File: config.mk
export PLATFORM = sky130hd
export DESIGN_NAME = life_like_cellular_automaton
export DESIGN_NICKNAME = d
export VERILOG_FILES = /design/src/rtl/llca_pkg.sv /design/src/rtl/llca_lane.sv /design/src/rtl/llca_row.sv /design/src/rtl/llca_grid.sv /design/src/rtl/life_like_cellular_automaton.sv
export SDC_FILE = /design/constraint.sdc
export NUM_CORES = 2
export LEC_CHECK = 0
export ABC_AREA = 1
export BUFFER_PORTS_ARGS = -buffer_cell sky130_fd_sc_hd__buf_4
export CAP_MARGIN = 40
export CORE_MARGIN = 8
export CORE_UTILIZATION = 55
export CTS_CLUSTER_DIAMETER = 120
export DETAILED_ROUTE_END_ITERATION = 8
export PLACE_DENSITY = 0.71
export SLEW_MARGIN = 20
export SYNTH_ARGS = -nofsm -noshare
export SYNTH_HDL_FRONTEND = slang
export SYNTH_SLANG_ARGS = --single-unit
export TNS_END_PERCENT = 30
File: constraint.sdc
create_clock -name clk -period 12.5 [get_ports clk]
set_input_delay 1.875 -clock clk [delete_from_list [all_inputs] [get_ports clk]]
set_output_delay 1.875 -clock clk [all_outputs]
set_load 0.005 [all_outputs]
File: src/rtl/llca_pkg.sv
`timescale 1ns / 1ps

package llca_pkg;

	// Grid geometry.
	localparam int GRID_WIDTH  = 32;
	localparam int GRID_HEIGHT = 32;

	// Derived widths for row addresses and the generation step counter.
	localparam int ADDR_W    = (GRID_HEIGHT > 1) ? $clog2(GRID_HEIGHT) : 1;
	localparam int STEP_W    = $clog2(GRID_HEIGHT + 2);
	localparam int LAST_STEP = GRID_HEIGHT + 1;

	typedef logic [GRID_WIDTH-1:0] row_t;
	typedef logic [ADDR_W-1:0]     addr_t;
	typedef logic [STEP_W-1:0]     step_t;

	// Rule thresholds held in the configuration registers.
	typedef struct packed {
		logic [3:0] death_low;
		logic [3:0] death_high;
		logic [3:0] birth_count;
	} rule_t;

	// Write request into the grid memory.
	typedef struct packed {
		logic  en;
		addr_t addr;
		row_t  data;
	} grid_wr_t;

	// Request modes.
	localparam logic [1:0] MODE_WRITE = 2'd0;
	localparam logic [1:0] MODE_READ  = 2'd1;
	localparam logic [1:0] MODE_GEN   = 2'd2;
	localparam logic [1:0] MODE_SPARE = 2'd3;

	// Result status codes.
	localparam logic [1:0] STAT_WRITTEN  = 2'd0;
	localparam logic [1:0] STAT_READ     = 2'd1;
	localparam logic [1:0] STAT_GEN_DONE = 2'd2;
	localparam logic [1:0] STAT_GEN_SKIP = 2'd3;

	// Configuration register indexes.
	localparam logic [1:0] CFG_DEATH_LOW   = 2'd0;
	localparam logic [1:0] CFG_DEATH_HIGH  = 2'd1;
	localparam logic [1:0] CFG_BIRTH_COUNT = 2'd2;

	// Rule values after reset.
	localparam logic [3:0] RST_DEATH_LOW   = 4'd1;
	localparam logic [3:0] RST_DEATH_HIGH  = 4'd4;
	localparam logic [3:0] RST_BIRTH_COUNT = 4'd3;

endpackage

File: src/rtl/llca_lane.sv
`timescale 1ns / 1ps

module llca_lane (
	input  logic [2:0]     up,
	input  logic [2:0]     mid,
	input  logic [2:0]     lo,
	input  llca_pkg::rule_t rule,
	output logic           nxt
);
	import llca_pkg::*;

	logic [3:0] count;
	logic       alive;

	// Count the eight neighbors of the center cell.
	assign count = 4'(up[0]) + 4'(up[1]) + 4'(up[2]) + 4'(mid[0]) + 4'(mid[2])
		+ 4'(lo[0]) + 4'(lo[1]) + 4'(lo[2]);
	assign alive = mid[1];

	// Apply the survival and birth rules.
	always_comb begin
		if (alive) begin
			nxt = !((count <= rule.death_low) || (count >= rule.death_high));
		end else begin
			nxt = (count == rule.birth_count);
		end
	end

endmodule

File: src/rtl/llca_row.sv
`timescale 1ns / 1ps

module llca_row (
	input  llca_pkg::row_t  up,
	input  llca_pkg::row_t  mid,
	input  llca_pkg::row_t  lo,
	input  llca_pkg::rule_t rule,
	output llca_pkg::row_t  nxt
);
	import llca_pkg::*;

	logic [GRID_WIDTH+1:0] up_pad;
	logic [GRID_WIDTH+1:0] mid_pad;
	logic [GRID_WIDTH+1:0] lo_pad;
	row_t                  lane_bits;

	// Columns outside the grid count as empty.
	assign up_pad  = {1'b0, up, 1'b0};
	assign mid_pad = {1'b0, mid, 1'b0};
	assign lo_pad  = {1'b0, lo, 1'b0};

	// One lane per column, each looking at its own three-by-three window.
	for (genvar c = 0; c < GRID_WIDTH; c++) begin : g_lane
		llca_lane u_lane (
			.up   (up_pad[c+2:c]),
			.mid  (mid_pad[c+2:c]),
			.lo   (lo_pad[c+2:c]),
			.rule (rule),
			.nxt  (lane_bits[c])
		);
	end

	// Merge the lane results into the new row.
	assign nxt = lane_bits;

endmodule

File: src/rtl/llca_grid.sv
`timescale 1ns / 1ps

module llca_grid (
	input  logic               clk,
	input  logic               arst_n,
	input  llca_pkg::grid_wr_t wr,
	input  logic               rd_en,
	input  llca_pkg::addr_t    rd_addr,
	output llca_pkg::row_t     rd_data
);
	import llca_pkg::*;

	row_t                   mem_q [GRID_HEIGHT];
	logic [GRID_HEIGHT-1:0] valid_q;
	row_t                   rd_q;

	// Per-row valid bits make the whole grid read as empty after reset.
	always_ff @(posedge clk or negedge arst_n) begin
		if (!arst_n) begin
			valid_q <= '0;
		end else if (wr.en) begin
			valid_q[wr.addr] <= 1'b1;
		end
	end

	// Row storage with one write port and one registered read port.
	always_ff @(posedge clk) begin
		if (wr.en) begin
			mem_q[wr.addr] <= wr.data;
		end
		if (rd_en) begin
			rd_q <= valid_q[rd_addr] ? mem_q[rd_addr] : '0;
		end
	end

	assign rd_data = rd_q;

endmodule

File: src/rtl/life_like_cellular_automaton.sv
`timescale 1ns / 1ps

// Channel  Handshake                  Payload
// cfg      cfg_valid / cfg_ready      cfg_index, cfg_data
// in       in_valid  / in_ready       mode, row_index, row_bits
// out      out_valid / out_ready      row_out, status
//
// A row write ends in its request cycle; a row read uses the registered read port.
// A generation is taken in its request cycle and, if a live row has been written,
// then runs GRID_HEIGHT + 2 sweep steps in which rows stream one per cycle out of
// the single read port into a three-row window, and all column lanes form a new row
// each cycle, else it is skipped. Reset clears the grid through per-row valid bits.
// A stalled result holds in the output register and blocks the next request.
module life_like_cellular_automaton (
	input  logic        clk,
	input  logic        arst_n,
	input  logic        cfg_valid,
	output logic        cfg_ready,
	input  logic [1:0]  cfg_index,
	input  logic [3:0]  cfg_data,
	input  logic        in_valid,
	output logic        in_ready,
	input  logic [1:0]  mode,
	input  logic [4:0]  row_index,
	input  logic [31:0] row_bits,
	output logic        out_valid,
	input  logic        out_ready,
	output logic [31:0] row_out,
	output logic [1:0]  status
);
	import llca_pkg::*;

	localparam logic [1:0] S_IDLE = 2'd0;
	localparam logic [1:0] S_READ = 2'd1;
	localparam logic [1:0] S_GEN  = 2'd2;

	logic [1:0]  state_q;
	step_t       step_q;
	logic        out_valid_q;
	logic        any_written_q;
	rule_t       rule_q;
	logic [31:0] row_out_q;
	logic [1:0]  status_q;
	logic        hit_q;
	row_t        up_q;
	row_t        mid_q;

	logic        accept;
	logic        idx_ok;
	row_t        wr_row;
	logic        is_write;
	logic        is_read;
	logic        is_gen;
	logic        rd_en;
	addr_t       rd_addr;
	row_t        rd_data;
	row_t        lo_row;
	row_t        next_row;
	grid_wr_t    wr;
	logic        gen_wr;
	logic        gen_last;
	logic        out_set;

	assign cfg_ready = 1'b1;
	assign in_ready  = (state_q == S_IDLE) && (!out_valid_q || out_ready);
	assign accept    = in_valid && in_ready;
	assign idx_ok    = (32'(row_index) < 32'(GRID_HEIGHT));
	assign wr_row    = GRID_WIDTH'(row_bits);
	assign out_valid = out_valid_q;
	assign row_out   = row_out_q;
	assign status    = status_q;

	// Request decode; the spare mode acts as a read.
	always_comb begin
		is_write = 1'b0;
		is_read  = 1'b0;
		is_gen   = 1'b0;
		unique case (mode) inside
			MODE_WRITE:            is_write = 1'b1;
			MODE_GEN:              is_gen   = 1'b1;
			MODE_READ, MODE_SPARE: is_read  = 1'b1;
			default:               is_read  = 1'b1;
		endcase
	end

	// Generation sweep: step s reads row s and writes the new row s - 2.
	assign gen_last = (32'(step_q) == 32'(LAST_STEP));
	assign gen_wr   = (state_q == S_GEN) && (32'(step_q) >= 32'd2);
	assign lo_row   = ((step_q != '0) && (32'(step_q) <= 32'(GRID_HEIGHT))) ? rd_data : '0;

	assign rd_en   = ((state_q == S_GEN) && (32'(step_q) < 32'(GRID_HEIGHT)))
		|| (accept && is_read && idx_ok);
	assign rd_addr = (state_q == S_GEN) ? ADDR_W'(step_q) : ADDR_W'(row_index);

	// A result becomes ready when a request finishes in any of its paths.
	assign out_set = (accept && (is_write || (is_gen && !any_written_q)))
		|| (state_q == S_READ) || ((state_q == S_GEN) && gen_last);

	// Memory write request from either a generation or a row write.
	always_comb begin
		wr.en   = 1'b0;
		wr.addr = ADDR_W'(row_index);
		wr.data = wr_row;
		if (gen_wr) begin
			wr.en   = 1'b1;
			wr.addr = ADDR_W'(step_q - step_t'(2));
			wr.data = next_row;
		end else if (accept && is_write && idx_ok) begin
			wr.en = 1'b1;
		end
	end

	llca_grid u_grid (
		.clk     (clk),
		.arst_n  (arst_n),
		.wr      (wr),
		.rd_en   (rd_en),
		.rd_addr (rd_addr),
		.rd_data (rd_data)
	);

	llca_row u_row (
		.up   (up_q),
		.mid  (mid_q),
		.lo   (lo_row),
		.rule (rule_q),
		.nxt  (next_row)
	);

	// Configuration registers.
	always_ff @(posedge clk or negedge arst_n) begin
		if (!arst_n) begin
			rule_q.death_low   <= RST_DEATH_LOW;
			rule_q.death_high  <= RST_DEATH_HIGH;
			rule_q.birth_count <= RST_BIRTH_COUNT;
		end else if (cfg_valid && cfg_ready) begin
			unique case (cfg_index)
				CFG_DEATH_LOW:   rule_q.death_low   <= cfg_data;
				CFG_DEATH_HIGH:  rule_q.death_high  <= cfg_data;
				CFG_BIRTH_COUNT: rule_q.birth_count <= cfg_data;
				default:         ;
			endcase
		end
	end

	// Sequencer and output valid.
	always_ff @(posedge clk or negedge arst_n) begin
		if (!arst_n) begin
			state_q       <= S_IDLE;
			step_q        <= '0;
			out_valid_q   <= 1'b0;
			any_written_q <= 1'b0;
		end else begin
			if (out_set) begin
				out_valid_q <= 1'b1;
			end else if (out_valid_q && out_ready) begin
				out_valid_q <= 1'b0;
			end
			unique case (state_q)
				S_IDLE: begin
					if (accept) begin
						if (is_write) begin
							if (idx_ok && (wr_row != '0)) begin
								any_written_q <= 1'b1;
							end
						end else if (is_gen) begin
							if (any_written_q) begin
								state_q <= S_GEN;
								step_q  <= '0;
							end
						end else begin
							state_q <= S_READ;
						end
					end
				end
				S_READ: begin
					state_q <= S_IDLE;
				end
				S_GEN: begin
					if (gen_last) begin
						state_q <= S_IDLE;
					end else begin
						step_q <= step_q + step_t'(1);
					end
				end
				default: state_q <= S_IDLE;
			endcase
		end
	end

	// Result payload and the three-row window.
	always_ff @(posedge clk) begin
		if (state_q == S_IDLE && accept) begin
			row_out_q <= '0;
			hit_q     <= idx_ok;
			if (is_write) begin
				status_q <= STAT_WRITTEN;
			end else if (is_gen) begin
				status_q <= any_written_q ? STAT_GEN_DONE : STAT_GEN_SKIP;
			end else begin
				status_q <= STAT_READ;
			end
		end else if (state_q == S_READ) begin
			row_out_q <= hit_q ? 32'(rd_data) : '0;
		end
		if (state_q == S_GEN) begin
			if (step_q == '0) begin
				up_q  <= '0;
				mid_q <= '0;
			end else begin
				up_q  <= mid_q;
				mid_q <= lo_row;
			end
		end
	end

	// New rows are written back only during a generation or a row write.
	a_wr_source: assert property (@(posedge clk) disable iff (!arst_n)
		wr.en |-> (state_q == S_GEN) || (accept && is_write))
		else $error("grid write outside a generation or row write");

	// A generation only runs once a live row has been written.
	a_gen_armed: assert property (@(posedge clk) disable iff (!arst_n)
		(state_q == S_GEN) |-> any_written_q)
		else $error("generation running before any live row was written");

	// The sweep advances one row per cycle until its last step.
	a_step_adv: assert property (@(posedge clk) disable iff (!arst_n)
		(state_q == S_GEN) && !gen_last |=> (step_q == $past(step_q) + step_t'(1)))
		else $error("generation step counter skipped");

	// No request is taken while a read or generation is in flight.
	a_busy_block: assert property (@(posedge clk) disable iff (!arst_n)
		(state_q != S_IDLE) |-> !in_ready)
		else $error("request accepted while busy");

endmodule

==> qor.csv <==
stage,metric,value,unit
status,status,"finished, final reports clean",
floorplan,Core ar.,0.117,mm²
synth,biggest area consumer among synthesized cells,edfxtp_1,
global_route,vias in the first global route,45900,
drt,First DRT Iteration DRCs,5464,
clock_tree,Max Buffers Root-to-Sink,3,
worst_hold_path,Tightest Hold Check Type,reg2reg,
timing,Final Setup Violations,0,
clock_tree,Worst-path clk slew,70,ps
global_route,met3 usage,3.82,%
drt,"antenna viol nets, final",0,
clock_tree,hold buffers post-CTS,0,
cells_and_area,NumNets Final,6992,
synth,Yosys warnings,0,
timing,worst slew pin tran,1130,ps
place,Detailed Place HPWL,98.8,mm
drt,vias per cell,5.81,
synth,post-synthesis sequential area ratio,55.1,%
clock_tree,Root Buffer,clkbuf_16,
global_route,initial antenna violation count,3,
timing,FMAX,162,MHz
clock_tree,post-CTS sizing,0,
drt,total wire length,182,mm
timing,Final Hold Viols,0,
clock_tree,post-CTS repair timing setup buffer count,0,
timing,final slew viol count,0,
floorplan,Die H,359,µm
synth,most area-consuming cells after synthesis,"edfxtp_1, nand3_1, ha_1, nand2_1, inv_1",
global_route,global-route total usage across every layer,27.4,%
run,max_cap viols,0,
synth,top-count cell post-synth,nand2_1,
clock_tree,CTS tree,done,
clock_tree,CTS buffer count,118,
global_route,first-pass GRT wire length,274,mm
global_route,total grt overflow,0,
drt,via count,47100,
place,RePlAce Congestion,0.866,
global_route,M2 GR Usage,46.7,%
critical_path,Worst Path Required,12990,ps
timing,Tcrit/Tclk final,49.5,%
cells_and_area,layout cells sized above 1,7.26,%
drt,Avg WL per Cell,22.4,µm
floorplan,initial core utilization,55.1,%
synth,Syn Area/Cell,10.1,µm²
floorplan,die width,359,µm
critical_path,CP arrival,6680,ps
critical_path,CP Class,reg2reg,
drt,DR pass1 iterations,6,
clock_tree,H-tree Lvls,3,
synth,ys flop type,edfxtp_1,
timing,RSZ-0062 raised after global routing,no,
synth,mapped cell area,0.0648,mm²
cells_and_area,Area Growth Syn to Fin,10.5,%
cells_and_area,# diodes,0,
global_route,busiest grt layer,met2,
critical_path,CP Capture Type,register,
drt,DRC viols,0,
synth,Post-synth top cells,"nand2_1, edfxtp_1, inv_1",
critical_path,"critical path fanouts, max",46,
synth,cell count after synthesis,6443,
timing,setup TNS,0,ps
clock_tree,CTS Sinks,1208,
timing,hold_ws,461,ps
global_route,pin count of the biggest net entering global routing,185,
synth,Synth Register Bits,1208,
synth,top cell type's share of synthesized area,52.0,%
timing,Worst slew margin,24.6,%
synth,post-synthesis async set-or-reset flop share,4.47,%
critical_path,crit path launch type,register,
synth,"EDFF count, synth",1122,
floorplan,Top-Level Pins,87,
cells_and_area,Fill cells,9273,
synth,library cells used by synthesis,43,
global_route,GR Util met1,34.9,%
timing,clock skew,29.4,ps
clock_tree,Worst-Skew Late Latency,720,ps
timing,fin crit period,6190,ps
place,Port-buffer cells,85,
floorplan,standard-cell row count,126,
floorplan,Die Area,0.129,mm²
synth,syn nets,6968,
[through the flow]
stage	setup slack, ps	instance area [µm²]	utilization [%]	cells
3_3_place_gp	5950	67300	57.3	7863
4_1_cts	6280	71400	60.8	8098
2_1_floorplan	7330	64800	-	6443
3_5_place_dp	6000	67600	57.6	7876
6_report	6310	71600	60.9	8105
5_1_grt	6030	71600	60.9	8105
[path summary, 6_finish.rpt]
kind,from,to,slack [ps],cells after the start
worst max register to register,step_q[1]$_DFFE_PN0P_,u_grid.mem_q[22][18]$_DFFE_PP_,6310,21
worst min register to register,u_grid.valid_q[14]$_DFFE_PN0N_,u_grid.valid_q[14]$_DFFE_PN0N_,460,2
worst max-delay path,step_q[1]$_DFFE_PN0P_,u_grid.mem_q[22][18]$_DFFE_PP_,6310,21
worst min-delay path,u_grid.valid_q[14]$_DFFE_PN0N_,u_grid.valid_q[14]$_DFFE_PN0N_,460,2
max in group asynchronous,arst_n,u_grid.valid_q[29]$_DFFE_PN0N_,10810,1
min in group asynchronous,arst_n,rule_q[5]$_DFFE_PN0P_,1210,1
[state kept, by name, summed over array words and instances (netlist names)]
signal,count
status,2
u_grid.valid_q,32
state_q,2
u_grid.mem_q,1024
rule_q,12
u_grid.rd_data,32
out_valid,1
row_out,32
up_q,32
step_q,6
mid_q,32
any_written_q,1
[layer usage]
metal	routed length, µm	up-vias
met2	87700	2259
met5	27	-
met4	8280	4
li1	-	21600
met3	15500	504
met1	70300	22800
[critical path: stages (launching register included)]
cell and delay (ps):
dfrtp_1 540, inv_1 160, ha_1 210, nand2_1 70, buf_4 410, nand2_2 380
buf_4 430, nor2_1 370, inv_1 180, fa_1 570, inv_1 60, fa_1 380
inv_1 100, fa_1 480, inv_1 120, ha_1 230, a21boi_0 130, o21a_1 170
o21ai_0 150, nand3_1 120, a31oi_2 220, buf_4 370
[cells by family after synthesis]
logic type               after synthesis  synth area share (%)
AO/OA/AOI/OAI                        384                  3.51
other                                  1               0.00579
AND/OR/NAND/NOR                     2845                  20.7
XOR/XNOR                             101                  1.37
adder cells (fa/ha/maj)              475                  10.6
flip-flops                          1208                  55.1
buffers and inverters               1429                  8.73
[layout make-up]
class                           count  area (µm²)  area share, %
Timing Repair Buffer              218        2030           2.84
Tap cell                         1536        1920           2.69
Multi-Input combinational cell   3806       24000           33.5
Clock buffer                      145        3140           4.39
Clock inverter                     77         596          0.832
Sequential cell                  1208       35700           49.9
Inverter                         1115        4200           5.87
[cells in the final DEF (no fill, tap or decap), types with 3 or more instances in the layout]
cell	netlist	final
inv_2	9	7
a31oi_1	33	3
fa_1	124	124
nor2_1	278	246
o21ai_0	176	176
buf_12	0	11
clkinv_1	0	36
clkinvlp_4	0	6
inv_1	1106	1104
xor2_1	69	69
nor4_1	4	4
clkbuf_1	105	23
xnor2_1	32	32
a221oi_1	23	23
dfxtp_1	32	32
o21ai_1	7	4
clkinv_2	0	20
nand3b_1	353	353
dfstp_2	4	4
clkbuf_16	0	122
a21oi_1	57	55
nand2_2	3	3
a211oi_1	16	16
nor3_1	7	7
nand4_1	9	9
a31oi_2	0	28
a21boi_0	17	17
buf_16	0	13
inv_6	0	6
buf_4	16	194
o21a_1	46	46
o21ai_4	0	5
nor2_4	1	33
bufinv_16	0	8
nand3_1	1038	1038
nand2_1	1147	1145
edfxtp_1	1122	1122
ha_1	351	351
dfrtp_1	50	50
Power is left out: the tool's default activity adds up to more than one toggle a clock period on the data nets, which glitch-free logic cannot reach.
